**src/fcc_pkg.sv**
```systemverilog
// ----------------------------------------------------------------------------
// FAT12 cluster chain package
// Shared types and constants for the cluster chain lookup block.
// ----------------------------------------------------------------------------
package fcc_pkg;

    // Result status codes
    localparam logic [2:0] ST_WRITE    = 3'd0;
    localparam logic [2:0] ST_DATA     = 3'd1;
    localparam logic [2:0] ST_BAD      = 3'd2;
    localparam logic [2:0] ST_END      = 3'd3;
    localparam logic [2:0] ST_RESERVED = 3'd4;

    // Configuration register indexes
    localparam logic [2:0] CFG_BYTES_PER_SECTOR    = 3'd0;
    localparam logic [2:0] CFG_SECTORS_PER_CLUSTER = 3'd1;
    localparam logic [2:0] CFG_RESERVED_SECTORS    = 3'd2;
    localparam logic [2:0] CFG_SECTORS_PER_FAT     = 3'd3;
    localparam logic [2:0] CFG_FAT_COPIES          = 3'd4;
    localparam logic [2:0] CFG_ROOT_ENTRY_COUNT    = 3'd5;

    localparam int CFG_INDEX_W = 3;
    localparam int CFG_DATA_W  = 16;

    localparam logic [11:0] CLUSTER_BAD       = 12'hFF7;
    localparam logic [11:0] CLUSTER_END_FIRST = 12'hFF8;
    localparam logic [11:0] CLUSTER_FIRST     = 12'd2;

    // One classified item travelling from the front end to the back end.
    typedef struct packed {
        logic [2:0]  status;
        logic [12:0] idx;
        logic [7:0]  val;
        logic [12:0] pos;
        logic        odd;
        logic [11:0] offset;
    } cmd_t;

    // Volume geometry derived from the configuration registers.
    typedef struct packed {
        logic [20:0] cluster_bytes;
        logic [31:0] data_start;
    } geom_t;

endpackage

```
**src/fcc_front.sv**
```systemverilog
// ----------------------------------------------------------------------------
// FAT12 front end
// Accepts input transactions and classifies each one into a command.
// ----------------------------------------------------------------------------
module fcc_front
    import fcc_pkg::*;
(
    input  logic        in_valid,
    output logic        in_ready,
    input  logic        action,
    input  logic [12:0] table_byte_index,
    input  logic [7:0]  table_byte_value,
    input  logic [11:0] cluster,
    input  logic        busy,
    input  logic        q_ready,
    output logic        push,
    output cmd_t        cmd
);

    always_comb
    begin
        priority if (!action)
        begin
            cmd.status = ST_WRITE;
        end
        else if (cluster < CLUSTER_FIRST)
        begin
            cmd.status = ST_RESERVED;
        end
        else if (cluster >= CLUSTER_END_FIRST)
        begin
            cmd.status = ST_END;
        end
        else if (cluster == CLUSTER_BAD)
        begin
            cmd.status = ST_BAD;
        end
        else
        begin
            cmd.status = ST_DATA;
        end
        cmd.idx    = table_byte_index;
        cmd.val    = table_byte_value;
        // The entry starts at byte cluster * 3 / 2.
        cmd.pos    = 13'(cluster) + 13'(cluster >> 1);
        cmd.odd    = cluster[0];
        cmd.offset = cluster - CLUSTER_FIRST;
    end

    assign in_ready = q_ready && !busy;
    assign push     = in_valid && in_ready;

endmodule

```
**config.mk**
```make
export PLATFORM = sky130hd
export DESIGN_NAME = fcc_front
export DESIGN_NICKNAME = d
export VERILOG_FILES = /design/src/fcc_pkg.sv /design/src/fcc_front.sv
export SDC_FILE = /design/constraint.sdc
export NUM_CORES = 1
export LEC_CHECK = 0
export ABC_AREA = 1
export BUFFER_PORTS_ARGS = -buffer_cell sky130_fd_sc_hd__buf_4
export CAP_MARGIN = 5
export CORE_MARGIN = 3
export CORE_UTILIZATION = 48
export DETAILED_ROUTE_END_ITERATION = 12
export PLACE_DENSITY_LB_ADDON = 0.1
export SETUP_SLACK_MARGIN = 0.4
export SYNTH_ARGS = -nofsm -noshare
export SYNTH_HDL_FRONTEND = slang
export SYNTH_SLANG_ARGS = --single-unit
export TNS_END_PERCENT = 100
```
**constraint.sdc**
```tcl
create_clock -name vclk -period 3.75
set_input_delay 0.75 -clock vclk [all_inputs]
set_output_delay 0.75 -clock vclk [all_outputs]
set_load 0.005 [all_outputs]
```
======== Yosys cells after proc, flatten, opt, wreduce, memory -nomap -nowiden ========
Cells that the tools add are included.
cells by class
  add/sub/neg operators ................... 2
  magnitude comparators ................... 2
  equal/unequal tests ..................... 1
  reductions and logical operators ........ 3
  multiplexer cells ....................... 4
operators with widths
  kind                                                       count
  adder 12 x 11 -> 13 bit                                    1
  == test 12 bit, second input constant                      1
  greater-or-equal comparator 12 bit, second input constant  1
  < comparator 12 x 2 -> 1 bit, second input constant        1
  subtractor 12 x 2 -> 12 bit, second input constant         1
  2-to-1 mux 3 bit                                           2
  2-to-1 mux 2 bit                                           2
  logical AND 1 bit                                          2
  zero test 1 bit                                            1
word-level totals
  output and inout bits ................... 52
  register bits ........................... 0
  logic and storage cells ................. 12

======== Logic depth before layout (Yosys ltp) ========
  depth in word-level cells ............... 5
  mapped depth ............................ 10
  depth with buffers taken out ............ 10

======== Least setup slack after synthesis ========
No wires, ideal clock.
  path type ............................... input to output
  start ................................... in cluster[0]
  end ..................................... out cmd[19] in the netlist's numbering
  slack ................................... 1121 ps
  data required time ...................... 3000 ps
  stages .................................. 9
  data arrival time ....................... 1879 ps
  cells stage by stage .................... ha_1 inv_1 fa_1 inv_1 nand3_1 nand3_2 nand2_1 nand2_1 xor2_1
RTL lines
  what         line             text
  from (decl)  fcc_front.sv:13  input logic [11:0] cluster,
  to (decl)    fcc_front.sv:17  output cmd_t cmd

==> report_table.html <==
<table>
<tr><th>Metric</th><th>Value</th></tr>
<tr><th colspan="2">Outcome</th></tr>
<tr><td>Run status</td><td>completed</td></tr>
<tr><th colspan="2">Detailed routing</th></tr>
<tr><td>Vias per Instance</td><td>4.632</td></tr>
<tr><td>Length of the first detailed-routing pass in iterations</td><td>4</td></tr>
<tr><td>Count of unresolved DRC violations after routing</td><td>0</td></tr>
<tr><td>WL/cell</td><td>10.62 µm</td></tr>
<tr><td>DR iter-0 viols</td><td>38</td></tr>
<tr><td>Final Routed Wirelength</td><td>2943 µm</td></tr>
<tr><td>Detailed-route via count</td><td>1283</td></tr>
<tr><td>ANT nets after route</td><td>0</td></tr>
<tr><th colspan="2">Global routing</th></tr>
<tr><td>Antenna violations before repair</td><td>0</td></tr>
<tr><td>Global-route wire length before repair</td><td>4905 µm</td></tr>
<tr><td>Largest net degree at the start of global routing</td><td>7</td></tr>
<tr><td>Overflow left after global routing</td><td>0</td></tr>
<tr><td>Total routing resource utilization after global routing</td><td>17.18%</td></tr>
<tr><td>Number of global-route vias before repair</td><td>1168</td></tr>
<tr><th colspan="2">Synthesis</th></tr>
<tr><td>Post-synthesis cell area</td><td>0.001338 mm²</td></tr>
<tr><td>Mean area per synthesized cell</td><td>5.998 µm²</td></tr>
<tr><td>Proportion of netlist area held by the largest area contributor</td><td>28.06%</td></tr>
<tr><td>Sequential area share after synthesis</td><td>0%</td></tr>
<tr><td>Library cell with the largest summed area after synthesis</td><td>ha_1</td></tr>
<tr><td>Ranking of synthesized cells by area</td><td>ha_1, nand2_1, buf_4</td></tr>
<tr><td>Number of nets in the synthesized netlist</td><td>291</td></tr>
<tr><td>Count of distinct cell types in the synthesized netlist</td><td>17</td></tr>
<tr><td>Cell count after synthesis</td><td>223</td></tr>
<tr><td>Yosys synthesis warning count</td><td>0</td></tr>
<tr><th colspan="2">STA</th></tr>
<tr><td>Maximum frequency from static timing analysis</td><td>0.3385 GHz</td></tr>
<tr><td>Actual slew at the worst max-slew pin</td><td>314.9 ps</td></tr>
<tr><td>TNS Setup</td><td>0 ps</td></tr>
<tr><td>Total count of hold-check failures in the final report</td><td>0</td></tr>
<tr><td>Final slew viol count</td><td>0</td></tr>
<tr><td>Final setup vio count</td><td>0</td></tr>
<tr><td>Headroom to the max-slew limit</td><td>78.84%</td></tr>
<tr><td>RSZ-0062 raised after global routing</td><td>false</td></tr>
<tr><td>Fin crit share</td><td>78.77%</td></tr>
<tr><td>Post-Route Hold Slack</td><td>1500 ps</td></tr>
<tr><td>Minimum clock period</td><td>2954 ps</td></tr>
<tr><th colspan="2">Finish</th></tr>
<tr><td>Multi-input logic area</td><td>0.001003 mm²</td></tr>
<tr><td>Filler cells</td><td>278</td></tr>
<tr><td>Number of diodes added for antenna fixing</td><td>0</td></tr>
<tr><td>Post-layout nets</td><td>317</td></tr>
<tr><td>Count of sequential standard cells</td><td>0</td></tr>
<tr><td>Number of clock buffers in the layout</td><td>0</td></tr>
<tr><td>Area Overhead vs Synth</td><td>16.28%</td></tr>
<tr><td>Final non-filler cell total</td><td>277</td></tr>
<tr><td>Storage cell area</td><td>0 µm²</td></tr>
<tr><td>Ratio of cells with drive above 1 in the final layout</td><td>20.24%</td></tr>
<tr><th colspan="2">Power</th></tr>
<tr><td>Cell internal power dissipation</td><td>0.1016 mW</td></tr>
<tr><td>PnR Total Power</td><td>0.2076 mW</td></tr>
<tr><td>Cell Pwr Density</td><td>133.5 mW/mm²</td></tr>
<tr><td>Lkg Pwr</td><td>0.9930 nW</td></tr>
<tr><td>Part of the total power dissipated in sequential elements</td><td>0%</td></tr>
<tr><td>Sw Ratio</td><td>51.07%</td></tr>
<tr><td>Clock power frac</td><td>0%</td></tr>
<tr><td>Worst-case vdd ir drop</td><td>85.78 µV</td></tr>
<tr><td>Proportion of power drawn by combinational gates</td><td>100.0%</td></tr>
<tr><td>Switch Pwr</td><td>0.1060 mW</td></tr>
<tr><th colspan="2">Floorplan</th></tr>
<tr><td>Starting density of the core</td><td>52.10%</td></tr>
<tr><td>I/O pin cnt</td><td>89</td></tr>
<tr><td>Overall die width</td><td>58.79 µm</td></tr>
<tr><td>Chip Height</td><td>58.79 µm</td></tr>
<tr><td>Core footprint</td><td>0.002567 mm²</td></tr>
<tr><td>Site row count</td><td>18</td></tr>
<tr><td>Die Area</td><td>0.003456 mm²</td></tr>
<tr><th colspan="2">Worst hold path</th></tr>
<tr><td>Hold depth</td><td>0</td></tr>
<tr><td>Start point of the worst hold path</td><td>table_byte_value[3]</td></tr>
<tr><td>Terminating pin of the worst hold path</td><td>cmd[29]</td></tr>
<tr><td>Path class of the lowest-slack min-delay path</td><td>primary input to output port</td></tr>
<tr><th colspan="2">Clock network</th></tr>
<tr><td>Post-CTS resize count</td><td>0</td></tr>
<tr><td>Number of setup buffers added after CTS</td><td>0</td></tr>
<tr><td>Hold-fix buffers at CTS</td><td>0</td></tr>
<tr><th colspan="2">Critical path</th></tr>
<tr><td>Top fanout value on the critical path</td><td>4</td></tr>
<tr><td>Type of the worst setup path</td><td>primary input to output port</td></tr>
<tr><td>Worst path arrival time</td><td>2200 ps</td></tr>
<tr><td>Startpoint Class</td><td>primary input</td></tr>
<tr><td>Capturing element type of the critical path</td><td>output port</td></tr>
<tr><td>Critical Path RT</td><td>3000 ps</td></tr>
<tr><th colspan="2">Placed design</th></tr>
<tr><td>Input/output buffers</td><td>47</td></tr>
<tr><td>Number of instances in the placed design</td><td>277</td></tr>
<tr><td>Sum of net half-perimeters after detailed placement</td><td>2620 µm</td></tr>
<tr><td>Routability congestion estimate</td><td>0.7922</td></tr>
<tr><th colspan="2">Run</th></tr>
<tr><td>Max_cap viols</td><td>0</td></tr>
</table>
## synth_stat cells, drive strengths merged
| cell type | n |
|---|---|
| nand3 | 14 |
| o21ai | 1 |
| nand2 | 67 |
| nor3b | 1 |
| ha | 30 |
| a21boi | 1 |
| xnor2 | 1 |
| inv | 43 |
| nor3 | 1 |
| fa | 1 |
| nor2 | 15 |
| nand4 | 5 |
| a21oi | 6 |
| xor2 | 14 |
| buf | 23 |
## final cells by class
cell class / instances / area share (%)
inverter: 43 / 10.38
multi-input combinational: 157 / 64.52
tap: 30 / 2.414
timing repair buffer: 47 / 22.69
## worst max-delay path by stage
stage | depth (start not counted) | slack, ps | endpoint | from
after global placement | 12 | 820 | cmd[25] | cluster[0]
after detailed placement | 12 | 800 | cmd[25] | cluster[0]
after floorplan | 9 | 1120 | cmd[19] | cluster[0]
after global routing | 12 | 640 | cmd[25] | cluster[0]
final | 11 | 800 | cmd[19] | cluster[0]
after CTS | 12 | 790 | cmd[25] | cluster[0]
## cells by family (layout without fill, tap and decap cells)
| family | count (synthesis) | in the layout | share of synthesized area [%] |
|---|---|---|---|
| AOI/OAI and AO/OA | 8 | 8 | 3.180 |
| xor gates and xnor gates | 15 | 15 | 9.823 |
| adders and majority gates | 31 | 31 | 29.56 |
| buffers and inverters | 66 | 90 | 24.98 |
| and+or+nand+nor | 103 | 103 | 32.46 |
## metal layers
layer | vias to the layer above | global-route usage, % | share of wire, %
met5 | - | 0 | 0
met4 | 0 | 6.149 | 2.6
met3 | 18 | 2.193 | 8.1
met2 | 43 | 26.50 | 41
met1 | 523 | 24.28 | 48
li1 | 699 | - | -
## power by group through the flow
stage | combinational, mW | sequential [mW] | clock (mW)
3_5_place_dp | 0.208 | 0 | 0
4_1_cts | 0.210 | 0 | 0
6_report | 0.208 | 0 | 0
3_3_place_gp | 0.208 | 0 | 0
2_1_floorplan | 0.133 | 0 | 0
5_1_grt | 0.236 | 0 | 0
## through the flow
stage,util (%),worst slack (ps),cell area (µm²)
finish,60.58,796.1,1555
global route,60.58,641.9,1555
CTS,60.58,794.9,1555
detailed placement,60.58,797.8,1555
global placement,60.58,824.6,1555
floorplan,-,1121,1338
## cell usage in the layout (no fill, tap or decap), drive strengths merged
master  count
nand3      14
o21ai       1
xnor2       1
ha         30
nor3b       1
nor3        1
nand4       5
nor2       15
nand2      67
a21boi      1
fa          1
a21oi       6
buf        47
inv        43
xor2       14
## worst max-delay path: stages
cell and delay, ps:
buf_4 100, ha_1 220, inv_1 70, fa_1 400
inv_1 90, nand3_1 80, nand3_2 100, nand2_1 50
nand2_1 60, xor2_1 160, buf_4 130
No activity file was read; power rests on OpenSTA's default activity.
