`src/fcc_pkg.sv`:
```
// ----------------------------------------------------------------------------
// FAT12 cluster chain package
// Shared types and constants for the cluster chain lookup block.
// ----------------------------------------------------------------------------
package fcc_pkg;

    // Result status codes
    localparam logic [2:0] ST_WRITE    = 3'd0;
    localparam logic [2:0] ST_DATA     = 3'd1;
    localparam logic [2:0] ST_BAD      = 3'd2;
    localparam logic [2:0] ST_END      = 3'd3;
    localparam logic [2:0] ST_RESERVED = 3'd4;

    // Configuration register indexes
    localparam logic [2:0] CFG_BYTES_PER_SECTOR    = 3'd0;
    localparam logic [2:0] CFG_SECTORS_PER_CLUSTER = 3'd1;
    localparam logic [2:0] CFG_RESERVED_SECTORS    = 3'd2;
    localparam logic [2:0] CFG_SECTORS_PER_FAT     = 3'd3;
    localparam logic [2:0] CFG_FAT_COPIES          = 3'd4;
    localparam logic [2:0] CFG_ROOT_ENTRY_COUNT    = 3'd5;

    localparam int CFG_INDEX_W = 3;
    localparam int CFG_DATA_W  = 16;

    localparam logic [11:0] CLUSTER_BAD       = 12'hFF7;
    localparam logic [11:0] CLUSTER_END_FIRST = 12'hFF8;
    localparam logic [11:0] CLUSTER_FIRST     = 12'd2;

    // One classified item travelling from the front end to the back end.
    typedef struct packed {
        logic [2:0]  status;
        logic [12:0] idx;
        logic [7:0]  val;
        logic [12:0] pos;
        logic        odd;
        logic [11:0] offset;
    } cmd_t;

    // Volume geometry derived from the configuration registers.
    typedef struct packed {
        logic [20:0] cluster_bytes;
        logic [31:0] data_start;
    } geom_t;

endpackage

```
`src/fcc_geom.sv`:
```
// ----------------------------------------------------------------------------
// FAT12 geometry unit
// Holds the configuration registers and derives the data region start and
// the cluster size in bytes, using a bit-serial divider for the root
// directory sector count.
// ----------------------------------------------------------------------------
module fcc_geom
    import fcc_pkg::*;
(
    input  logic                   clk,
    input  logic                   rst_n,
    input  logic                   cfg_we,
    input  logic [CFG_INDEX_W-1:0] cfg_index,
    input  logic [CFG_DATA_W-1:0]  cfg_data,
    output logic                   busy,
    output geom_t                  geom
);

    localparam int NUM_W    = 21;
    localparam int DIV_STEPS = NUM_W;

    typedef enum logic [2:0] {
        G_LOAD,
        G_DIV,
        G_SUM,
        G_MUL,
        G_IDLE
    } gstate_t;

    gstate_t     state_reg;
    logic [12:0] bps_reg;
    logic [7:0]  spc_reg;
    logic [15:0] res_reg;
    logic [15:0] spf_reg;
    logic [2:0]  copies_reg;
    logic [15:0] rec_reg;

    logic [13:0]      rem_reg;
    logic [NUM_W-1:0] quot_reg;
    logic [4:0]       cnt_reg;
    logic [21:0]      sum_reg;
    logic [20:0]      cluster_bytes_reg;
    logic [31:0]      data_start_reg;

    logic [13:0]      rem_shift;
    logic [13:0]      rem_next;
    logic             qbit;
    logic [21:0]      root_secs;
    logic [21:0]      sum_next;

    // One restoring division step per cycle.
    always_comb
    begin
        rem_shift = {rem_reg[12:0], quot_reg[NUM_W-1]};
        qbit      = (rem_shift >= {1'b0, bps_reg});
        rem_next  = qbit ? (rem_shift - {1'b0, bps_reg}) : rem_shift;
    end

    // Root directory sectors round up; a zero sector size gives none.
    always_comb
    begin
        if (bps_reg == 13'd0)
        begin
            root_secs = 22'd0;
        end
        else
        begin
            root_secs = {1'b0, quot_reg} + 22'(rem_reg != 14'd0);
        end
        sum_next = 22'(res_reg) + (22'(spf_reg) * 22'(copies_reg)) + root_secs;
    end

    always_ff @(posedge clk or negedge rst_n)
    begin
        if (!rst_n)
        begin
            state_reg  <= G_LOAD;
            bps_reg    <= 13'd512;
            spc_reg    <= 8'd1;
            res_reg    <= 16'd1;
            spf_reg    <= 16'd9;
            copies_reg <= 3'd2;
            rec_reg    <= 16'd224;
        end
        else if (cfg_we)
        begin
            unique case (cfg_index)
                CFG_BYTES_PER_SECTOR:    bps_reg    <= cfg_data[12:0];
                CFG_SECTORS_PER_CLUSTER: spc_reg    <= cfg_data[7:0];
                CFG_RESERVED_SECTORS:    res_reg    <= cfg_data;
                CFG_SECTORS_PER_FAT:     spf_reg    <= cfg_data;
                CFG_FAT_COPIES:          copies_reg <= cfg_data[2:0];
                CFG_ROOT_ENTRY_COUNT:    rec_reg    <= cfg_data;
                default:                 ;
            endcase
            state_reg <= G_LOAD;
        end
        else
        begin
            unique case (state_reg)
                G_LOAD:
                begin
                    rem_reg   <= 14'd0;
                    quot_reg  <= {rec_reg, 5'd0};
                    cnt_reg   <= 5'd0;
                    state_reg <= G_DIV;
                end
                G_DIV:
                begin
                    rem_reg  <= rem_next;
                    quot_reg <= {quot_reg[NUM_W-2:0], qbit};
                    cnt_reg  <= cnt_reg + 5'd1;
                    if (cnt_reg == 5'(DIV_STEPS - 1))
                    begin
                        state_reg <= G_SUM;
                    end
                end
                G_SUM:
                begin
                    sum_reg   <= sum_next;
                    state_reg <= G_MUL;
                end
                G_MUL:
                begin
                    data_start_reg    <= 32'(bps_reg) * 32'(sum_reg);
                    cluster_bytes_reg <= 21'(bps_reg) * 21'(spc_reg);
                    state_reg         <= G_IDLE;
                end
                G_IDLE:
                begin
                    state_reg <= G_IDLE;
                end
                default:
                begin
                    state_reg <= G_LOAD;
                end
            endcase
        end
    end

    assign busy               = (state_reg != G_IDLE);
    assign geom.cluster_bytes = cluster_bytes_reg;
    assign geom.data_start    = data_start_reg;

endmodule

```
`config.mk`:
```
export PLATFORM = sky130hd
export DESIGN_NAME = fcc_geom
export DESIGN_NICKNAME = d
export VERILOG_FILES = /design/src/fcc_pkg.sv /design/src/fcc_geom.sv
export SDC_FILE = /design/constraint.sdc
export NUM_CORES = 1
export LEC_CHECK = 0
export BUFFER_PORTS_ARGS = -buffer_cell sky130_fd_sc_hd__buf_2
export CAP_MARGIN = 0
export CELL_PAD_IN_SITES_DETAIL_PLACEMENT = 0
export CELL_PAD_IN_SITES_GLOBAL_PLACEMENT = 2
export CORE_MARGIN = 2
export CORE_UTILIZATION = 35
export CTS_CLUSTER_DIAMETER = 50
export DETAILED_ROUTE_END_ITERATION = 8
export GPL_TIMING_DRIVEN = 0
export PLACE_DENSITY = 0.68
export SLEW_MARGIN = 30
export SYNTH_ARGS = -nofsm -noshare
export SYNTH_HDL_FRONTEND = slang
export SYNTH_SLANG_ARGS = --single-unit
```
`constraint.sdc`:
```
create_clock -name clk -period 6.6 [get_ports clk]
set_input_delay 1.98 -clock clk [delete_from_list [all_inputs] [get_ports clk]]
set_output_delay 1.98 -clock clk [all_outputs]
set_load 0.02 [all_outputs]
```
# After elaboration in Yosys (flattened, before gate mapping)
# Index checks and enable logic that the tools add are counted.
dict set report totals {
  reg_bits 190
  input_bits 22
  out_inout_bits 54
  elab_cells 58
}
dict set report classes {
  addsub 5
  mul 3
  magnitude_cmp 1
  eq_ne 12
  mux 8
  n_bitwise 1
  reduce_logical 15
}
# cell n
set op_table {}
lappend op_table {{$pmux W21 S2} 1}
lappend op_table {{$mul A13 B22 Y32} 1}
lappend op_table {{$pmux W14 S2} 1}
lappend op_table {{$add A20 B22 Y22} 1}
lappend op_table {{$add A21 B1 Y22} 1}
lappend op_table {{$mux W22} 1}
lappend op_table {{$mul A13 B8 Y21} 1}
lappend op_table {{$add A16 B19 Y20} 1}
lappend op_table {{$mul A16 B3 Y19} 1}
lappend op_table {{$ge A14 B13 Y1} 1}
lappend op_table {{$mux W14} 1}
lappend op_table {{$reduce_bool A14 Y1} 1}
lappend op_table {{$sub A14 B13 Y14} 1}
lappend op_table {{$logic_not A13 Y1} 1}
lappend op_table {{$eq A3 B2 Y1 const B} 4}
lappend op_table {{$pmux W3 S4} 1}
lappend op_table {{$reduce_and A2 Y1} 6}
lappend op_table {{$pmux W5 S2} 1}
lappend op_table {{$eq A3 B3 Y1 const B} 3}
lappend op_table {{$reduce_and A3 Y1} 3}
lappend op_table {{$eq A3 B1 Y1 const B} 2}
lappend op_table {{$logic_not A3 Y1} 2}
lappend op_table {{$mux W3} 2}
lappend op_table {{$ne A3 B3 Y1 const B} 2}
lappend op_table {{5 further kinds} 5}

# Depth between registers and ports, before layout
# Gate-level depths: netlist of run 1.
dict set report logic_depth {
  ltp_word 4
  mapped_depth 22
  depth_no_buf 20
}

# Least setup slack after synthesis of run 1
# OpenSTA, ideal clock, no wires.
dict set report synth_timing {
  kind {flip-flop to flip-flop}
  startpoint {register bps_reg[1]}
  endpoint {register data_start_reg[19], data pin}
  setup_time_ns 0.262
  arrival_ns 5.089
  path_slack_ns 1.249
  stages_incl_launch_ff 21
  period_less_slack_ns 5.351
  path_cell_list {dfrtp_1 -> clkbuf_1 -> and2_1 -> fa_1 -> inv_1 -> fa_1 -> inv_1 -> fa_1 -> fa_1 -> inv_1 -> fa_1 -> inv_1 -> ha_1 -> clkbuf_1 -> a221o_1 -> a311o_1 -> nand2_1 -> nand3b_1 -> a21oi_1 -> o21ai_1 -> xor2_1}
}
dict set report synth_via {
  elab_chain_cells 1
}
# element line_no
set synth_lines {}
lappend synth_lines {{from (decl)} fcc_geom.sv:31} ;# logic [12:0] bps_reg;
lappend synth_lines {{from (signal assigned)} fcc_geom.sv:88} ;# CFG_BYTES_PER_SECTOR: bps_reg <= cfg_data[12:0];
lappend synth_lines {{$mul A13 B22 Y32} fcc_geom.sv:125} ;# data_start_reg <= 32'(bps_reg) * 32'(sum_reg);
lappend synth_lines {{to (signal assigned)} fcc_geom.sv:125}
lappend synth_lines {{to (decl)} fcc_geom.sv:43} ;# logic [31:0] data_start_reg;
# Every way passes these cells.
# A chain may end at the register's enable or synchronous reset.

# Final worst setup path of run 1
dict set report layout_timing {
  startpoint {register bps_reg[11]}
  endpoint {register data_start_reg[29], data pin}
}
# The elaborated chain is that of the path after synthesis.

==> results of run 1 <==
==> metal layers <==
layer / wire, um / track usage [%] / vias to the layer above
met5: 0 / 0 / -
met4: 1230 / 5.01 / 0
met3: 1610 / 2.34 / 51
met2: 30300 / 33.4 / 211
met1: 28800 / 26.3 / 8068
li1: - / - / 7553
==> kinds of logic (layout without fill, tap and decap cells) <==
| logic type | after synthesis | count (layout) |
|---|---|---|
| compound gates | 236 | 236 |
| xor+xnor | 84 | 84 |
| fa+ha+maj | 482 | 482 |
| buf+inv | 524 | 636 |
| flops | 190 | 190 |
| mux | 69 | 69 |
| simple gates | 758 | 758 |
==> stage by stage <==
step | hold WS (ps) | util, %
2_1_floorplan | 479 | -
3_3_place_gp | 488 | 37.5
3_5_place_dp | 494 | 37.8
4_1_cts | 512 | 38.7
5_1_grt | 527 | 38.7
6_report | 510 | 38.7
==> cells in the final DEF, fill, tap and decap left out, types with 46 or more instances in the layout <==
cell      instances
and2_1          223
inv_1           423
dfrtp_1          65
a21oi_1          72
mux2_2           59
nand2_1         336
o21ai_0          46
xnor2_1          55
fa_1            331
buf_2            74
clkbuf_1         82
edfxtp_1        115
ha_1            151
nor2_1           83
==> how the worst min path moves through the flow <==
| stage | start | to | cells after the start |
|---|---|---|---|
| 3_5_place_dp | rec_reg[12]$_DFFE_PN0P_ | rec_reg[12]$_DFFE_PN0P_ | 1 |
| 4_1_cts | rec_reg[10]$_DFFE_PN0P_ | rec_reg[10]$_DFFE_PN0P_ | 1 |
| 5_1_grt | rec_reg[14]$_DFFE_PN0P_ | rec_reg[14]$_DFFE_PN0P_ | 1 |
| 2_1_floorplan | rec_reg[10]$_DFFE_PN0P_ | rec_reg[10]$_DFFE_PN0P_ | 1 |
| 3_3_place_gp | rec_reg[11]$_DFFE_PN0P_ | rec_reg[11]$_DFFE_PN0P_ | 1 |
| 6_report | rec_reg[9]$_DFFE_PN0P_ | rec_reg[9]$_DFFE_PN0P_ | 1 |
==> final cells by class <==
cell class,instances,area (sq um),area share [%]
Clock buffer,17,425,1.71
Tap cell,855,1070,4.31
Timing Repair Buffer,81,519,2.09
Sequential cell,190,5340,21.5
Clock inverter,15,164,0.660
Multi-Input combinational cell,1629,15300,61.6
Buffer,101,422,1.70
Inverter,422,1580,6.38
==> critical path: stages, from the launching register on <==
cell and delay, ps:
dfrtp_1 520, buf_2 400, clkbuf_4 380, nand2_1 120, fa_1 490, fa_1 490
inv_1 50, fa_1 450, fa_1 490, inv_1 40, fa_1 470, inv_1 40
ha_1 260, clkbuf_1 280, nand4_1 310, nand3b_1 370, a211oi_1 550, o21ai_2 130
nor2_1 120, a211oi_1 50
==> repair_timing <==
item                                    CTS  global route
endpoints found under the setup margin   14             9
cloned                                    0             0
gates resized for setup                   5            35
==> summary.md, run 1 <==
| Metric | Value |
|---|---|
| Setup Viol. Count Final | `0` |
| WL per Instance | `18.7 um` |
| Average vias per placed instance | `4.80` |
| Starting Density | `35.3%` |
| Ys flop type | `edfxtp_1` |
| Die area | `66600 sq um` |
| Worst R2R End | `data_start_reg[29]$_DFFE_PP_` |
| Tmin final | `6270 ps` |
| Post-synthesis simple-gate area fraction | `16.5%` |
| Slew @ Worst Pin | `873 ps` |
| Post-synth EDFFs | `115` |
| Commonest cells post-synth | `422 x inv_1, 336 x nand2_1, 331 x fa_1, 223 x and2_1, 151 x ha_1` |
| Drt drc | `0` |
| Fillers | `6569` |
| Period utilisation layout | `94.9%` |
| Post-synthesis xor/xnor area fraction | `3.25%` |
| Die Wd | `258 um` |
| Worst-path clk slew | `90 ps` |
| WL final | `61.9 mm` |
| Rel. slew slack | `41.6%` |
| Max reg flops | `32` |
| Crit Path Category | `reg2reg` |
| MaxCap Viol Count | `0` |
| Syn Area/Cell | `9.65 sq um` |
| Area after DPL | `24200 sq um` |
| Post-synth top area share | `29.3%` |
| Total GRT Usage | `19.5%` |
| RSZ-0062 raised after global routing | `yes` |
| Via count of the first global-routing pass | `17000` |
| CTS Hold Bufs | `0` |
| Clock Tree Buf Depth | `2` |
| Worst setup path start | `bps_reg[11]$_DFFE_PN0P_` |
| Gpl congestion | `0.827` |
| Starting DRT DRC Count | `795` |
| Fraction of registers with async set/reset | `39.5%` |
| Post-Syn Nets | `2847` |
| Yosys cell types | `71` |
| Yosys reg bits | `190` |
| Area leader, netlist | `fa_1` |
| NumNets Final | `2946` |
| Final WS setup | `334 ps` |
| Worst path required time | `6860 ps` |
| Cell Rows | `93` |
| Antenna viol nets, final | `0` |
| Pre-CTS worst setup slack | `-644 ps` |
| Port bufs | `73` |
| Ant. Diodes | `0` |
| Final instance area | `24800 sq um` |
| Clock Skew | `20.2 ps` |
| Layout Area Growth over Synthesis | `9.85%` |
| Synth Area in Compound Gates | `6.73%` |
| Status | `finished clean` |
| H-tree depth | `4` |
| Top cells by area, synth | `fa_1 29%, edfxtp_1 15%, ha_1 8.4%, dfrtp_1 7.3%, inv_1 7.0%` |
| Crit end category | `flop` |
| Root buf cell | `clkbuf_16` |
| Placed insts | `3279` |
| Initial antenna violation count | `2` |
| Main combinational cell family by area after synthesis | `adder cells` |
| Register area share after synthesis | `23.6%` |
| Most common cell in the netlist | `inv_1` |
| DP HPWL | `50.8 mm` |
| Via count | `15900` |
| R2R setup slack | `330 ps` |
| Die Y | `258 um` |
| Synth Warn # | `0` |
| Pins over their slew limit | `0` |
| Layout cells sized above 1 | `9.16%` |
| CP Data Arrival Time | `6530 ps` |
| Global-route wire length before repair | `99.0 mm` |
| Worst r2r path cells | `19` |
| Num ports | `76` |
| Worst-path maximum fanout | `10` |
| Setup repair bufs after CTS | `0` |
| Highest clock rate | `160 MHz` |
| Clock latency on the worst-skew pair | `510 ps` |
| Final Hold Fails | `0` |
| Drt pass-1 iters | `5` |
| Post-route insts no fill | `3310` |
| Post-synthesis mux area share | `3.40%` |
| Core area | `64100 sq um` |
| Clock Sinks | `190` |
| Total gr overflow | `0` |
| Post-Syn Area | `22600 sq um` |
| Synth Area in Adders | `37.7%` |
| Largest net degree at the start of global routing | `63` |
| Worst Setup EP | `data_start_reg[29]$_DFFE_PP_` |
| Post-synthesis cell count | `2343` |
| Hold Path Class | `reg2reg` |
| CP startpoint kind | `flop` |
| Reg2reg start | `bps_reg[11]$_DFFE_PN0P_` |
| CTS buffer count | `17` |
| CTS tree | `built` |
| Fin Setup TNS | `0 ps` |
Power of run 1 is not shown: default switching activity piles up to over one toggle a cycle in this logic, so the estimate is an artifact.
==> run 2: changes to the inputs <==
--- a/config.mk
+++ b/config.mk
@@ -9,12 +9,15 @@
 export CAP_MARGIN = 0
 export CELL_PAD_IN_SITES_DETAIL_PLACEMENT = 0
 export CELL_PAD_IN_SITES_GLOBAL_PLACEMENT = 2
+export CORE_ASPECT_RATIO = 1.75
 export CORE_MARGIN = 2
 export CORE_UTILIZATION = 35
 export CTS_CLUSTER_DIAMETER = 50
 export DETAILED_ROUTE_END_ITERATION = 8
 export GPL_TIMING_DRIVEN = 0
+export HOLD_SLACK_MARGIN = 0.05
 export PLACE_DENSITY = 0.68
+export RECOVER_POWER = 100
 export SLEW_MARGIN = 30
 export SYNTH_ARGS = -nofsm -noshare
 export SYNTH_HDL_FRONTEND = slang
==> summary.md, run 2 (synthesized netlist as in run 1, its figures left out) <==
| Metric | Value |
|---|---|
| Average vias per placed instance | `4.87 (+1.5%)` |
| H-tree depth | `4 (unchanged)` |
| Clock latency on the worst-skew pair | `500 ps (about the same)` |
| WL per Instance | `19.8 um (+5.8%)` |
| Most common cell after layout, fill and taps aside | `inv_1` |
| Crit path cell chain | `clkbuf_1, and2_0, fa_1, inv_1, fa_1, inv_1, fa_1, fa_1, inv_1, fa_1, inv_1, ha_1, clkbuf_1, nand4_1, nand3b_1, a211oi_1, o21ai_2, nor2_1, a211oi_1` |
| Gpl congestion | `0.834 (+0.76%)` |
| Status | `finished, violations left` |
| Worst path required time | `6840 ps (-20 ps)` |
| Final Hold Fails | `0 (unchanged)` |
| CTS tree | `built` |
| Total gr overflow | `0 (unchanged)` |
| Layout cells sized above 1 | `6.03% (-3.1 points)` |
| NumNets Final | `2944 (-0.068%)` |
| Port bufs | `73 (unchanged)` |
| Antenna viol nets, final | `0 (unchanged)` |
| Post-route insts no fill | `3265 (-1.4%)` |
| Worst-path clk slew | `80 ps (about the same)` |
| Placed insts | `3234 (-1.4%)` |
| Worst hold slack | `510 ps (-0.312 ps)` |
| Via count of the first global-routing pass | `17600 (+3.7%)` |
| DP HPWL | `54.7 mm (+7.7%)` |
| Clock Sinks | `190 (unchanged)` |
| Multi-input gate area | `15300 sq um (-0.32%)` |
| Max incr delay on CP | `700 ps (+150 ps)` |
| Slowest cell on crit path | `a211oi_1` |
| Layout Area Growth over Synthesis | `8.52%` |
| Cell Rows | `123 (+32%)` |
| Most used cell, CP | `fa_1` |
| Via count | `15900 (+0.082%)` |
| Root buf cell | `clkbuf_16` |
| CTS Hold Bufs | `0 (unchanged)` |
| Tmin final | `6430 ps (+165 ps)` |
| Total GRT Usage | `20.3% (+0.74 points)` |
| Pins over their slew limit | `21 (+21)` |
| Die Wd | `196 um (-24%)` |
| Worst-path maximum fanout | `10 (unchanged)` |
| Starting DRT DRC Count | `530 (-33%)` |
| Die Y | `340 um (+32%)` |
| Die area | `66700 sq um (+0.12%)` |
| Rel. slew slack | `-10.5% (-52 points)` |
| Num ports | `76 (unchanged)` |
| Hold Path Class | `reg2reg` |
| Drt drc | `0 (unchanged)` |
| Clock Tree Buf Depth | `2 (unchanged)` |
| Ant. Diodes | `0 (unchanged)` |
| Most frequent cells in the layout | `422 x inv_1, 336 x nand2_1, 331 x fa_1, 204 x and2_1, 151 x ha_1` |
| Largest net degree at the start of global routing | `68 (+7.9%)` |
| Highest clock rate | `155 MHz (-2.6%)` |
| Starting Density | `35.3% (+0.052 points)` |
| Slew @ Worst Pin | `1650 ps (+778 ps)` |
| Violated checks | `capacitance limit, slew limit` |
| MaxCap Viol Count | `1 (+1)` |
| CTS buffer count | `17 (unchanged)` |
| Drt pass-1 iters | `5 (unchanged)` |
| Crit Path Category | `reg2reg` |
| Fillers | `6583 (+0.21%)` |
| RSZ-0062 raised after global routing | `yes` |
| Setup Viol. Count Final | `0 (unchanged)` |
| Max reg flops | `32 (unchanged)` |
| CP Data Arrival Time | `6670 ps (+140 ps)` |
| Core area | `64000 sq um (-0.15%)` |
| WL final | `64.6 mm (+4.3%)` |
| CP startpoint kind | `flop` |
| Setup repair bufs after CTS | `0 (unchanged)` |
| Clock Skew | `24.8 ps (+4.55 ps)` |
| Initial antenna violation count | `1 (-1)` |
| Global-route wire length before repair | `101 mm (+2.4%)` |
| Period utilisation layout | `97.4% (+2.5 points)` |
| Crit end category | `flop` |
| Reg area | `5340 sq um (about the same)` |
run 2: final timing paths:
check | start | endpoint | slack [ps] | cells after the start
worst max-delay path | bps_reg[3]$_DFFE_PN0P_ | data_start_reg[29]$_DFFE_PP_ | 170 | 19
min in group asynchronous | rst_n | rec_reg[13]$_DFFE_PN0P_ | 1500 | 1
worst min-delay path | rec_reg[4]$_DFFE_PN0P_ | rec_reg[4]$_DFFE_PN0P_ | 510 | 1
max in group asynchronous | rst_n | spc_reg[0]$_DFFE_PN1P_ | 4270 | 2
worst min register to register | rec_reg[4]$_DFFE_PN0P_ | rec_reg[4]$_DFFE_PN0P_ | 510 | 1
worst max register to register | bps_reg[3]$_DFFE_PN0P_ | data_start_reg[29]$_DFFE_PP_ | 170 | 19
run 2: final cells by class:
class                           count  area share [%]
Buffer                            101            1.65
Tap cell                          812            4.14
Clock inverter                     11           0.474
Inverter                          422            6.46
Timing Repair Buffer               79            1.39
Clock buffer                       21            1.92
Sequential cell                   190            21.8
Multi-Input combinational cell   1629            62.2
run 2: layer usage:
layer	vias up	global-route usage [%]	wire (um)
li1	7543	-	-
met1	8068	21.0	23500
met2	202	41.5	37800
met3	83	1.66	1060
met4	0	7.45	2230
met5	-	0	0
run 2: timing repair:
action                     CTS  global route
cloned                       0             0
setup endpoints to repair   14             9
gates resized for setup      6            26
run 2: critical path: cells and delay by family, from the launching register on:
kind                       cells  cell delay (ps)
AOI/OAI and AO/OA              3              910
DFF                            1              480
adders and majority gates      6             2550
and+or+nand+nor                4             1010
buffers and inverters          6             1250
run 2: stage by stage:
step | utilization [%] | setup WS, ps | instance area (sq um) | setup TNS [ps]
floorplan | - | 1250 | 22600 | 0
global placement | 37.5 | -1240 | 24000 | -84690
detailed placement | 37.7 | -601 | 24100 | -6280
CTS | 38.6 | 42.0 | 24700 | 0
global route | 38.3 | -18.0 | 24500 | -28.2
finish | 38.3 | 169 | 24500 | 0
Power of run 2 is left out for the same reason.
