--- config.mk ---
export PLATFORM = sky130hd
export DESIGN_NAME = fcc_queue
export DESIGN_NICKNAME = d
export VERILOG_FILES = /design/src/fcc_pkg.sv /design/src/fcc_queue.sv
export SDC_FILE = /design/constraint.sdc
export NUM_CORES = 1
export LEC_CHECK = 0
export BUFFER_PORTS_ARGS = -buffer_cell sky130_fd_sc_hd__buf_2
export CAP_MARGIN = 20
export CORE_MARGIN = 2
export CORE_UTILIZATION = 45
export CTS_BUF_LIST = sky130_fd_sc_hd__clkbuf_4 sky130_fd_sc_hd__clkbuf_8
export DETAILED_ROUTE_END_ITERATION = 6
export PLACE_DENSITY = 0.7
export SYNTH_ARGS = -nofsm -noshare
export SYNTH_HDL_FRONTEND = slang
export SYNTH_SLANG_ARGS = --single-unit
--- constraint.sdc ---
create_clock -name clk -period 4.3 [get_ports clk]
set_input_delay 0.43 -clock clk [delete_from_list [all_inputs] [get_ports clk]]
set_output_delay 0.43 -clock clk [all_outputs]
set_load 0.01 [all_outputs]
--- src/fcc_pkg.sv ---
// ----------------------------------------------------------------------------
// FAT12 cluster chain package
// Shared types and constants for the cluster chain lookup block.
// ----------------------------------------------------------------------------
package fcc_pkg;

    // Result status codes
    localparam logic [2:0] ST_WRITE    = 3'd0;
    localparam logic [2:0] ST_DATA     = 3'd1;
    localparam logic [2:0] ST_BAD      = 3'd2;
    localparam logic [2:0] ST_END      = 3'd3;
    localparam logic [2:0] ST_RESERVED = 3'd4;

    // Configuration register indexes
    localparam logic [2:0] CFG_BYTES_PER_SECTOR    = 3'd0;
    localparam logic [2:0] CFG_SECTORS_PER_CLUSTER = 3'd1;
    localparam logic [2:0] CFG_RESERVED_SECTORS    = 3'd2;
    localparam logic [2:0] CFG_SECTORS_PER_FAT     = 3'd3;
    localparam logic [2:0] CFG_FAT_COPIES          = 3'd4;
    localparam logic [2:0] CFG_ROOT_ENTRY_COUNT    = 3'd5;

    localparam int CFG_INDEX_W = 3;
    localparam int CFG_DATA_W  = 16;

    localparam logic [11:0] CLUSTER_BAD       = 12'hFF7;
    localparam logic [11:0] CLUSTER_END_FIRST = 12'hFF8;
    localparam logic [11:0] CLUSTER_FIRST     = 12'd2;

    // One classified item travelling from the front end to the back end.
    typedef struct packed {
        logic [2:0]  status;
        logic [12:0] idx;
        logic [7:0]  val;
        logic [12:0] pos;
        logic        odd;
        logic [11:0] offset;
    } cmd_t;

    // Volume geometry derived from the configuration registers.
    typedef struct packed {
        logic [20:0] cluster_bytes;
        logic [31:0] data_start;
    } geom_t;

endpackage

--- src/fcc_queue.sv ---
// ----------------------------------------------------------------------------
// FAT12 command queue
// Two-entry queue that decouples the front end from the back end.
// ----------------------------------------------------------------------------
module fcc_queue
    import fcc_pkg::*;
(
    input  logic clk,
    input  logic rst_n,
    input  logic push,
    input  cmd_t push_cmd,
    output logic q_ready,
    input  logic pop,
    output logic head_valid,
    output cmd_t head_cmd
);

    cmd_t       slot_reg [2];
    logic       wr_ptr_reg;
    logic       rd_ptr_reg;
    logic [1:0] count_reg;

    always_ff @(posedge clk)
    begin
        if (push)
        begin
            slot_reg[wr_ptr_reg] <= push_cmd;
        end
    end

    always_ff @(posedge clk or negedge rst_n)
    begin
        if (!rst_n)
        begin
            wr_ptr_reg <= 1'b0;
            rd_ptr_reg <= 1'b0;
            count_reg  <= 2'd0;
        end
        else
        begin
            if (push)
            begin
                wr_ptr_reg <= !wr_ptr_reg;
            end
            if (pop)
            begin
                rd_ptr_reg <= !rd_ptr_reg;
            end
            count_reg <= count_reg + 2'(push) - 2'(pop);
        end
    end

    assign q_ready    = (count_reg != 2'd2);
    assign head_valid = (count_reg != 2'd0);
    assign head_cmd   = slot_reg[rd_ptr_reg];

endmodule

# [Yosys cells after proc, flatten, opt, wreduce, memory -nomap -nowiden]
# Memories as Yosys holds them, arrays and structs flattened.
# Index checks and enable logic that the tools add are counted.
[totals] n_memories=1 ff_bits=4 word_cells=12 out_inout_bits=52 ram_bits=100 in_bits=54
[memory_table] name="slot_reg" words=2 word_bits=50 rd=1 rd_ports_with_merged_regs=0 wr=1 line_no="fcc_queue.sv:18" source="cmd_t slot_reg [2];"
[classes] mux=2 n_addsub=2 n_eq_ne=1 n_reduce_logical=3
[ops] operator="$add A2 B1 Y2" n=1
[ops] operator="$logic_not A1 Y1" n=2
[ops] operator="$mux W1" n=2
[ops] operator="$ne A2 B2 Y1 const B" n=1
[ops] operator="$reduce_bool A2 Y1" n=1
[ops] operator="$sub A2 B1 Y2" n=1

# [Depth between registers and ports, before layout]
# Gate-level depths: netlist of the first run.
[depth] ltp_word=2 mapped_depth=5 ltp_nobuf=5

# [Worst setup path after synthesis of the first run]
# Ideal clock, no wire load.
[synth_path] path_kind="input port to flip-flop" startpoint="input port push" endpoint="memory slot_reg[0][0] in the netlist's numbering (enable)" setup_slack_ns=1.190 required_ns=3.836 setup_time_ns=0.464 path_buffers=0 arrival_time_ns=2.646 path_stages=1 path_cell_list="nor2b_1"
[synth_between] elab_chain_len=2
[synth_rtl] element="start, declared" line_no="fcc_queue.sv:10" source="input logic push,"
[synth_rtl] element="$mux W1" line_no="fcc_queue.sv:25" source="if (push)"
[synth_rtl] element="$mux W1 (implied by the code)" line_no="fcc_queue.sv:27" source="slot_reg[wr_ptr_reg] <= push_cmd;"
[synth_rtl] element="end, declared" line_no="fcc_queue.sv:18"
# No other way between the ends.

==> metrics.md, run 1 <==
| Metric | Value |
|---|---|
| Status | finished clean |
| Fin crit period | 2.42 ns |
| Max incr delay on CP | approximately 1.1 ns |
| Reg2reg path depth | 2 |
| DR DRC count | 0 |
| Reg2reg setup slack | 2.44 ns |
| Antenna diodes | 0 |
| Width of the die | a little under 100 µm |
| Die Area | 9800 µm² |
| MaxCap Viol Count | 0 |
| First-pass GRT wire length | 9.25 mm |
| TritonCTS Buffers | 9 |
| Pleak | about 2 nW |
| Slew Limit Fails | 0 |
| Fillers | between 600 and 700 |
| Unrepaired setup endpoints after global routing | false |
| Clock Latency Late Sink | 0.36 ns |
| Seq/Total Area, Yosys | 76.4% |
| Sw power | between 0.0008 and 0.0009 W |
| Vias in the first global route | 1852 |
| Max reg flops | 100 |
| Layout area overhead | 19.3% |
| Worst-path clk slew | 0.10 ns |
| Drt wl/cell | 15.7 µm |
| Placed Cells | 380 |
| Initial core utilization | between 40% and 50% |
| Gr ovfl total | 0 |
| Hold/Removal Path Class | primary input to register |
| Crit Path Max Fanout | 51 |
| Pre-antenna DRT Iters | 6 |
| Worst path cell trace | mux2_2 > buf_2 |
| Vias per cell | 4.75 |
| Rel. slew slack | 36.7% |
| Layout cells sized above 1 | between 60% and 70% |
| Mapped Nets | 227 |
| TritonCTS clock tree | built |
| Total routed wirelength | 6.23 mm |
| Gr usage total | 12.8% |
| Avg Synthesized Cell Area | 23.7 µm² |
| Maximum VDD drop | around 0.53 mV |
| Initial antenna violation count | 0 |
| Nets@finish | 340 |
| Synthesized cell area | 4060 µm² |
| Pin count of the biggest net entering global routing | 52 |
| DR WL met3 | approximately 450 µm |
| Met1 WL | around 2.7 mm |
| Slew @ Worst Pin | around 0.95 ns |
| Post_cts resized | 0 |
| Setup TNS | 0 ns |
| Setup Buffers After CTS | 0 |
| CP startpoint kind | register |
| Final Hold Fails | 0 |
| Clock root cell | clkbuf_8 |
| TritonCTS Sinks | 104 |
| H-tree levels | 3 |
| Cells after Synth | 171 |
| Setup Skew | 0.00482 ns |
| Port buffer count | 105 |
| Sw Ratio | between 20% and 30% |
| Chip Height | 99.0 µm |
| Clock network power share | 19.4% |
| Register area | just over 3000 µm² |
| Highest Signal Layer | met4 |
| Vias | 1887 |
| Post-CTS Hold Fix Bufs | 1 |
| Routed Antenna Nets | 0 |
| Placer Congestion | about 0.64 |
| Deepest clock path buffer count | 2 |
| Pwr/cell area | 623 nW/µm² |
| Worst min-delay path endpoint | slot_reg[1][18] |
| Comb power frac | 29.8% |
| Initial drt markers | 24 |
| Reg power frac | 50.8% |
| Met2 routed WL | roughly 3.0 mm |
| Worst path slowest cell | dfrtp_4 |
| Core ar. | 8720 µm² |
| Setup CP Type | register to output port |
| Period utilization | 56.3% |
| Final setup vio count | 0 |
| Reg-to-reg critical path startpoint | wr_ptr_reg |
| F_max | between 0.4 and 0.5 GHz |
| Setup crit end kind | output port |
| Reg2reg end | slot_reg[0][21] |
| Worst EP required | between 3 and 4 ns |
| Warnings, synthesis | 0 |
| Pint | 0.00215 W |
| Worst Hold Path Cells | 1 |
| Num rows | 34 |
| Register bit total from synthesis | 104 |
| Library cells used by synthesis | 14 |
| Final std cells w/o fill | 397 |
| I/O pins | 106 |
| Start point of the worst hold path | push_cmd[18] |
| Multi-input gate area | around 850 µm² |
| Critical path data arrival time | 1.99 ns |
[area by class of cell]
| type | count | area share [%] |
|---|---|---|
| Tap cell | 108 | 2.79 |
| Multi-Input combinational cell | 59 | 17.5 |
| Timing Repair Buffer | 108 | 11.4 |
| Clock buffer | 9 | 2.56 |
| Clock inverter | 7 | 1.47 |
| Sequential cell | 104 | 64.2 |
| Inverter | 2 | 0.155 |
[worst max path at each step]
stage / from / end / depth (start not counted)
after floorplan: push / slot_reg[0][0] / 1
after global placement: push / slot_reg[0][3] / 3
after detailed placement: push / slot_reg[0][6] / 3
after CTS: rd_ptr_reg / head_cmd[49] / 2
after global routing: rd_ptr_reg / head_cmd[49] / 2
final: rd_ptr_reg / head_cmd[49] / 2
[critical path, delay by kind of cell, from the launching register on]
| family | cells | cell delay, ns |
|---|---|---|
| buffers and inverters | 1 | 0.14 |
| DFF | 1 | 1.07 |
| muxes | 1 | 0.41 |
[per-layer routing]
layer	GRT usage [%]	vias to the layer above
li1	-	892
met1	15.9	914
met3	4.54	11
met5	0	-
met2	19.8	70
met4	6.64	0
[synth_stat cells, drive strengths merged]
cell	instances	area (µm²)
nand2b	1	6.26
and2	1	6.26
inv	2	7.51
mux2	50	747
dfrtp	4	100
xor2	2	17.5
buf	6	111
nor2b	1	6.26
edfxtp	100	3000
ha	2	25.0
xor3	1	23.8
or2	1	6.26
[layout by cell type, fill, tap and decap left out]
master / netlist / final
and2_2: 0 / 1
buf_2: 0 / 105
buf_4: 0 / 2
bufinv_16: 0 / 1
clkbuf_8: 0 / 9
clkinv_2: 0 / 2
clkinvlp_4: 0 / 3
dfrtp_1: 4 / 3
dfrtp_4: 0 / 1
dlygate4sd3_1: 0 / 1
edfxtp_1: 100 / 100
ha_1: 2 / 2
inv_1: 2 / 2
inv_6: 0 / 1
mux2_2: 1 / 1
mux2_4: 49 / 49
nand2b_1: 1 / 1
nor2b_4: 0 / 1
or2_2: 1 / 1
xor2_1: 2 / 2
xor3_1: 1 / 1
[power groups by stage]
stage / logic (W) / registers [W] / clock network (W)
floorplan: 0.000826 / 0.00142 / 0
global placement: 0.000915 / 0.00155 / 0
detailed placement: 0.000917 / 0.00156 / 0
CTS: 0.000921 / 0.00154 / 0.000606
global route: 0.000967 / 0.00156 / 0.000647
finish: 0.000899 / 0.00153 / 0.000586
[through the flow]
stage	power [W]	instance area (µm²)	utilization (%)	setup slack [ns]	hold WS (ns)
floorplan	0.00224	4060	-	1.19	0.134
finish	0.00302	4840	55.5	1.88	0.255
global placement	0.00247	4640	53.2	2.23	0.240
CTS	0.00307	4840	55.5	1.83	0.234
detailed placement	0.00248	4640	53.2	2.22	0.244
global route	0.00318	4840	55.5	1.77	0.226
[logic make-up (layout without fill, tap and decap cells)]
family        count (synthesis)  after routing  synth area share [%]
mux                          50             50                  18.4
simple gates                  4              4                 0.617
buf+inv                       8            126                  2.93
flops                       104            104                  76.4
fa+ha+maj                     2              2                 0.616
xor+xnor                      3              3                  1.02
(Power assumes the default switching activity.)
==> inputs of run 2 (changes only) <==
Settings changed: PLACE_DENSITY 0.7 to 0.72.
Clock period 4.3 ns to 2 ns, I/O delays scaled along.
==> run 2 against run 1 <==
  * Sequential share of layout area decreased by 0.90 points
  * Flip-flop and latch count is the same
  * Clock power is 120% higher
  * Critical path depth increased by 1
  * Critical endpoint is now head_cmd[33]
  * Largest power group unchanged
==> metrics.md, run 2 (synthesized netlist as in run 1, its figures left out) <==
| Metric | Value |
|---|---|
| Status | finished clean (unchanged) |
| Core ar. | 8720 µm² (unchanged) |
| Setup crit end kind | output port (unchanged) |
| Pint | 0.00474 W (was 0.00215 W) |
| Nets@finish | 347 (was 340) |
| Maximum VDD drop | 0.846 mV (was 0.531 mV) |
| Setup TNS | 0 ns (unchanged) |
| Commonest cells after routing, fill and taps aside | buf_2 (105), edfxtp_1 (100), mux2_4 (49), clkbuf_8 (9), buf_4 (7) (was buf_2 (105), edfxtp_1 (100), mux2_4 (49), clkbuf_8 (9)) |
| Worst Hold Path Cells | 1 (unchanged) |
| DR DRC count | 0 (unchanged) |
| Final setup vio count | 0 (unchanged) |
| Layout cells sized above 1 | 61.8% (was 61.2%) |
| Gr usage total | 13.3% (was 12.8%) |
| TritonCTS Buffers | 9 (unchanged) |
| Pin count of the biggest net entering global routing | 30 (was 52) |
| Sw Ratio | 28.2% (was 28.6%) |
| Reg power frac | 46.7% (was 50.8%) |
| Slew Limit Fails | 0 (unchanged) |
| Commonest non-fill, non-tap cell in the layout | buf_2 (unchanged) |
| Slew @ Worst Pin | 0.412 ns (was 0.949 ns) |
| Final Hold Fails | 0 (unchanged) |
| MaxCap Viol Count | 0 (unchanged) |
| Initial antenna violation count | 0 (unchanged) |
| Fillers | 693 (was 690) |
| Gr ovfl total | 0 (unchanged) |
| Pleak | 2.02 nW (was 1.97 nW) |
| Period utilization | about nine tenths |
| Comb power frac | 34.1% (was 29.8%) |
| Setup CP Type | register to output port (unchanged) |
| Total routed wirelength | 6.49 mm (was 6.23 mm) |
| Width of the die | 99.0 µm (unchanged) |
| Pwr/cell area | 1350 nW/µm² (was 623 nW/µm²) |
| Drt wl/cell | 16.1 µm (was 15.7 µm) |
| TritonCTS clock tree | built (unchanged) |
| Setup Skew | 0.00752 ns (was 0.00482 ns) |
| Max reg flops | 100 (unchanged) |
| Routed Antenna Nets | 0 (unchanged) |
| Reg2reg path depth | 5 (was 2) |
| Initial core utilization | 46.6% (unchanged) |
| Vias per cell | 4.76 (was 4.75) |
| Reg-to-reg critical path startpoint | count_reg[0] (was wr_ptr_reg) |
| Worst EP required | 1.80 ns (was 3.87 ns) |
| Cell area after layout | 4910 µm² (was 4840 µm²) |
| First-pass GRT wire length | 9.93 mm (was 9.25 mm) |
| Initial drt markers | 70 (was 24) |
| Unrepaired setup endpoints after global routing | false (unchanged) |
| Start point of the worst hold path | push_cmd[21] (was push_cmd[18]) |
| Hold/Removal Path Class | primary input to register (unchanged) |
| CP startpoint kind | register (unchanged) |
| Placer Congestion | 0.680 (was 0.642) |
| Post-DP HPWL | 4.36 mm |
| Critical path data arrival time | 1.62 ns (was 1.99 ns) |
| Pre-antenna DRT Iters | 4 (was 6) |
| Clock Latency Late Sink | 0.35 ns (was 0.36 ns) |
| Antenna diodes | 0 (unchanged) |
| Chip Height | 99.0 µm (unchanged) |
| Critical Path Source | rd_ptr_reg (unchanged) |
| Final Util | 56.3% (was 55.5%) |
| F_max | approximately 0.55 GHz |
| Reg2reg setup slack | 0.62 ns (was 2.44 ns) |
| Fin crit period | 1.82 ns |
| I/O pins | 106 (unchanged) |
| Vias in the first global route | 2036 (was 1852) |
| Clock root cell | clkbuf_8 (unchanged) |
| Crit Path Max Fanout | 11 (was 51) |
| Die Area | 9800 µm² (unchanged) |
| Clock network power share | 19.2% (was 19.4%) |
| Sw power | 0.00187 W (was 0.000863 W) |
| Rel. slew slack | 72.5% (was 36.7%) |
| Post_cts resized | 0 (unchanged) |
| Vias | 1925 (was 1887) |
| H-tree levels | 3 (unchanged) |
| Fin Hold WS | 0.0342 ns (was 0.255 ns) |
| Worst-path clk slew | 0.10 ns (about the same) |
| Port buffer count | 105 (unchanged) |
| TritonCTS Sinks | 104 (unchanged) |
| Placed Area | 4690 µm² (was 4640 µm²) |
| Num rows | 34 (unchanged) |
| Deepest clock path buffer count | 2 (unchanged) |
| Layout area overhead | 21.0% (was 19.3%) |
-- run 2: cell type report --
cell class,instances,area (µm²),area share [%]
Clock buffer,11,139,2.83
Clock inverter,5,56.3,1.15
Inverter,2,7.51,0.153
Multi-Input combinational cell,59,847,17.2
Sequential cell,104,3110,63.3
Tap cell,108,135,2.75
Timing Repair Buffer,115,619,12.6
-- run 2: worst max-delay path, cell delays in order, from the launching register on --
cell and delay (ns):
dfrtp_4 0.58, buf_4 0.25, mux2_4 0.31, buf_2 0.14
-- run 2: worst paths after layout --
kind	to
min in group asynchronous	rd_ptr_reg
worst min-delay path	slot_reg[0][21]
max in group asynchronous	rd_ptr_reg
worst min register to register	wr_ptr_reg
worst max register to register	count_reg[1]
worst max-delay path	head_cmd[33]
-- run 2: layer usage --
| layer | vias up | GRT usage [%] | wire [µm] |
|---|---|---|---|
| met5 | - | 0 | 0 |
| met4 | 0 | 4.74 | 91 |
| met3 | 8 | 4.18 | 472 |
| met2 | 70 | 22.3 | 3180 |
| met1 | 938 | 16.3 | 2750 |
| li1 | 909 | - | - |
-- run 2: what timing repair did --
| item | in CTS | in global routing |
|---|---|---|
| hold endpoints to repair | 4 | 0 |
| hold buffers | 1 | 0 |
| setup endpoints to repair | 8 | 0 |
| setup buffers | 1 | 0 |
-- run 2: through the flow --
stage | cells | total power, W | setup WS (ns)
CTS | 404 | 0.00672 | 0.130
global placement | 386 | 0.00536 | 0.402
finish | 404 | 0.00661 | 0.177
global route | 404 | 0.00696 | 0.0950
floorplan | 171 | 0.00482 | -0.0337
detailed placement | 386 | 0.00541 | 0.384
-- run 2: power by group through the flow --
| stage | Sequential, W | Clock (W) | Combinational [W] |
|---|---|---|---|
| after CTS | 0.00310 | 0.00131 | 0.00231 |
| after detailed placement | 0.00320 | 0 | 0.00222 |
| after floorplan | 0.00304 | 0 | 0.00178 |
| final | 0.00308 | 0.00127 | 0.00226 |
| after global placement | 0.00317 | 0 | 0.00220 |
| after global routing | 0.00313 | 0.00139 | 0.00243 |
==> inputs of run 3 (changes only) <==
Settings changed: BUFFER_PORTS_ARGS -buffer_cell sky130_fd_sc_hd__buf_2 to default, CORE_UTILIZATION 45 to 37, DONT_BUFFER_PORTS from default to 1, PLACE_DENSITY 0.72 to 0.53.
==> run 3 against run 2 <==
  * Largest cell class unchanged
  * Critical path depth decreased by 1
  * Core utilization is 11 points lower
  * Clock power about the same
  * Largest power group unchanged
  * Global-route usage fell by 2.0 points
==> metrics.md, run 3 (synthesized netlist as in run 1, its figures left out) <==
| Metric | Value |
|---|---|
| Setup Skew | 0.0124 ns (was 0.00752 ns) |
| Pwr/cell area | 1270 nW/µm² (was 1350 nW/µm²) |
| TritonCTS Sinks | 104 (unchanged) |
| Met3 usage | 4.42% (was 4.18%) |
| Port buffer count | 0 (was 105) |
| Initial antenna violation count | 0 (unchanged) |
| Crit Path Max Fanout | 21 (was 11) |
| Layout cells sized above 1 | 30.7% (was 61.8%) |
| Worst path slowest cell | dfrtp_4 (unchanged) |
| Setup crit end kind | output port (unchanged) |
| Fillers | 898 (was 693) |
| Vias in the first global route | 1854 (was 2036) |
| Initial drt markers | 81 (was 70) |
| Width of the die | 109 µm (was 99.0 µm) |
| Worst-path clk slew | 0.09 ns (was 0.10 ns) |
| Gr usage total | 11.3% (was 13.3%) |
| Multi-input gate area | 847 µm² (unchanged) |
| Hold/Removal Path Class | primary input to asynchronous set/reset pin (was primary input to register) |
| H-tree levels | 3 (unchanged) |
| Commonest cells after routing, fill and taps aside | edfxtp_1 (100), dlygate4sd3_1 (53), mux2_4 (49), clkbuf_8 (9), buf_12 (4) (was buf_2 (105), edfxtp_1 (100), mux2_4 (49), clkbuf_8 (9), buf_4 (7)) |
| I/O pins | 106 (unchanged) |
| Final Hold Fails | 0 (unchanged) |
| Worst path buffer plus inverter count | 1 (was 2) |
| Period utilization | 91.2% (was 91.1%) |
| Reg-to-reg critical path startpoint | count_reg[0] (unchanged) |
| Reg2reg end | count_reg[1] (unchanged) |
| GR Util met1 | 11.7% (was 16.3%) |
| Setup CP Type | register to output port (unchanged) |
| Chip Height | 109 µm (was 99.0 µm) |
| Slew @ Worst Pin | 0.369 ns (was 0.412 ns) |
| Total routed wirelength | 6.40 mm (was 6.49 mm) |
| Register area | 3110 µm² (unchanged) |
| TritonCTS clock tree | built (unchanged) |
| Clock Latency Late Sink | 0.35 ns (about the same) |
| Top Usage Layer GRT | met2 (unchanged) |
| Met2 Use GR | 20.1% (was 22.3%) |
| Post-DP HPWL | 4.08 mm (was 4.36 mm) |
| Core ar. | 10800 µm² (was 8720 µm²) |
| Worst EP required | 1.80 ns (about the same) |
| Drt wl/cell | 16.9 µm (was 16.1 µm) |
| First-pass GRT wire length | 9.59 mm (was 9.93 mm) |
| Maximum VDD drop | 0.513 mV (was 0.846 mV) |
| DR DRC count | 0 (unchanged) |
| Fin crit period | 1.82 ns (about the same) |
| Pre-CTS WS | 0.548 ns (was 0.384 ns) |
| F_max | 0.548 GHz (was 0.549 GHz) |
| CP startpoint kind | register (unchanged) |
| Total power draw | 0.00629 W (was 0.00661 W) |
| Clock root cell | clkbuf_8 (unchanged) |
| Reg2reg path depth | 5 (unchanged) |
| Pre-antenna DRT Iters | 4 (unchanged) |
| MaxCap Viol Count | 0 (unchanged) |
| Max reg flops | 100 (unchanged) |
| Unrepaired setup endpoints after global routing | false (unchanged) |
| Setup slack after layout | 0.175 ns (was 0.177 ns) |
| Vias per cell | 4.58 (was 4.76) |
| Slew Limit Fails | 0 (unchanged) |
| Rel. slew slack | 75.4% (was 72.5%) |
| Die Area | 11800 µm² (was 9800 µm²) |
| Vias | 1732 (was 1925) |
| CP delay by family, top | flip-flops (unchanged) |
| Final setup vio count | 0 (unchanged) |
| Deepest clock path buffer count | 2 (unchanged) |
| Critical path data arrival time | 1.62 ns (about the same) |
| Placer Congestion | 0.631 (was 0.680) |
| Commonest non-fill, non-tap cell in the layout | edfxtp_1 (was buf_2) |
| Num rows | 38 (was 34) |
| Nets@finish | 289 (was 347) |
| Worst path cell trace | buf_12 > mux2_4 (was buf_4 > mux2_4 > buf_2) |
| Reg2reg setup slack | 0.60 ns (was 0.62 ns) |
| TritonCTS Buffers | 9 (unchanged) |
| Status | finished clean (unchanged) |
| Layout area overhead | 21.8% (was 21.0%) |
| Routed Antenna Nets | 0 (unchanged) |
| Antenna diodes | 0 (unchanged) |
| Pin count of the biggest net entering global routing | 51 (was 30) |
| Max incr delay on CP | 0.67 ns (was 0.58 ns) |
| Initial core utilization | 37.6% (was 46.6%) |
| Pleak | 1.81 nW (was 2.02 nW) |
| Gr ovfl total | 0 (unchanged) |
run 3: changes by cell type in the layout (fill, tap and decap cells not counted), sizes merged:
| cell | previous run | this run |
|---|---|---|
| dlygate4sd3 | 1 | 53 |
| buf | 114 | 4 |
| clkinv | 3 | 2 |
| clkinvlp | 0 | 2 |
| inv | 3 | 2 |
run 3: report_power, final:
group	switching [W]	internal, W	leakage (nW)
Combinational	0.000906	0.00100	0.729
Sequential	0.000224	0.00290	0.984
Clock	0.000657	0.000605	0.0940
run 3: metrics by stage:
step | hold slack (ns) | setup TNS [ns] | cells | utilization (%) | instance area, µm²
floorplan | -0.0956 | -1.69 | 171 | - | 4070
global placement | -0.0955 | 0 | 309 | 39.1 | 4220
detailed placement | -0.0955 | 0 | 309 | 39.1 | 4220
CTS | 0.0828 | 0 | 378 | 45.8 | 4940
global route | 0.0951 | 0 | 378 | 45.8 | 4940
finish | 0.101 | 0 | 378 | 45.8 | 4940
run 3: area by class of cell:
class	instances	share of cell area (%)
clock buffer	11	2.81
timing repair buffer	57	12.4
inverter	2	0.152
tap	140	3.54
clock inverter	5	1.16
sequential	104	62.8
multi-input combinational	59	17.1
run 3: how the worst max path moves through the flow:
stage                     startpoint  slack, ns             end  cells past startpoint
after detailed placement  rd_ptr_reg       0.55    head_cmd[22]                      2
after floorplan           wr_ptr_reg      -0.03  slot_reg[1][0]                      1
after global placement    rd_ptr_reg       0.57    head_cmd[24]                      2
after CTS                 rd_ptr_reg       0.14    head_cmd[22]                      2
final                     rd_ptr_reg       0.18    head_cmd[22]                      2
after global routing      rd_ptr_reg       0.09    head_cmd[24]                      2
run 3: metal layers:
layer  part of all wire, %  vias up
met4                   1.3        0
met5                     0        -
met2                    54       63
met1                    37      871
met3                   7.8        8
li1                      -      790
run 3: what timing repair did:
action,4_1_cts,5_1_grt
hold endpoints to repair,107,0
gates resized for setup,0,0
hold buffers,53,0
setup buffers,0,0
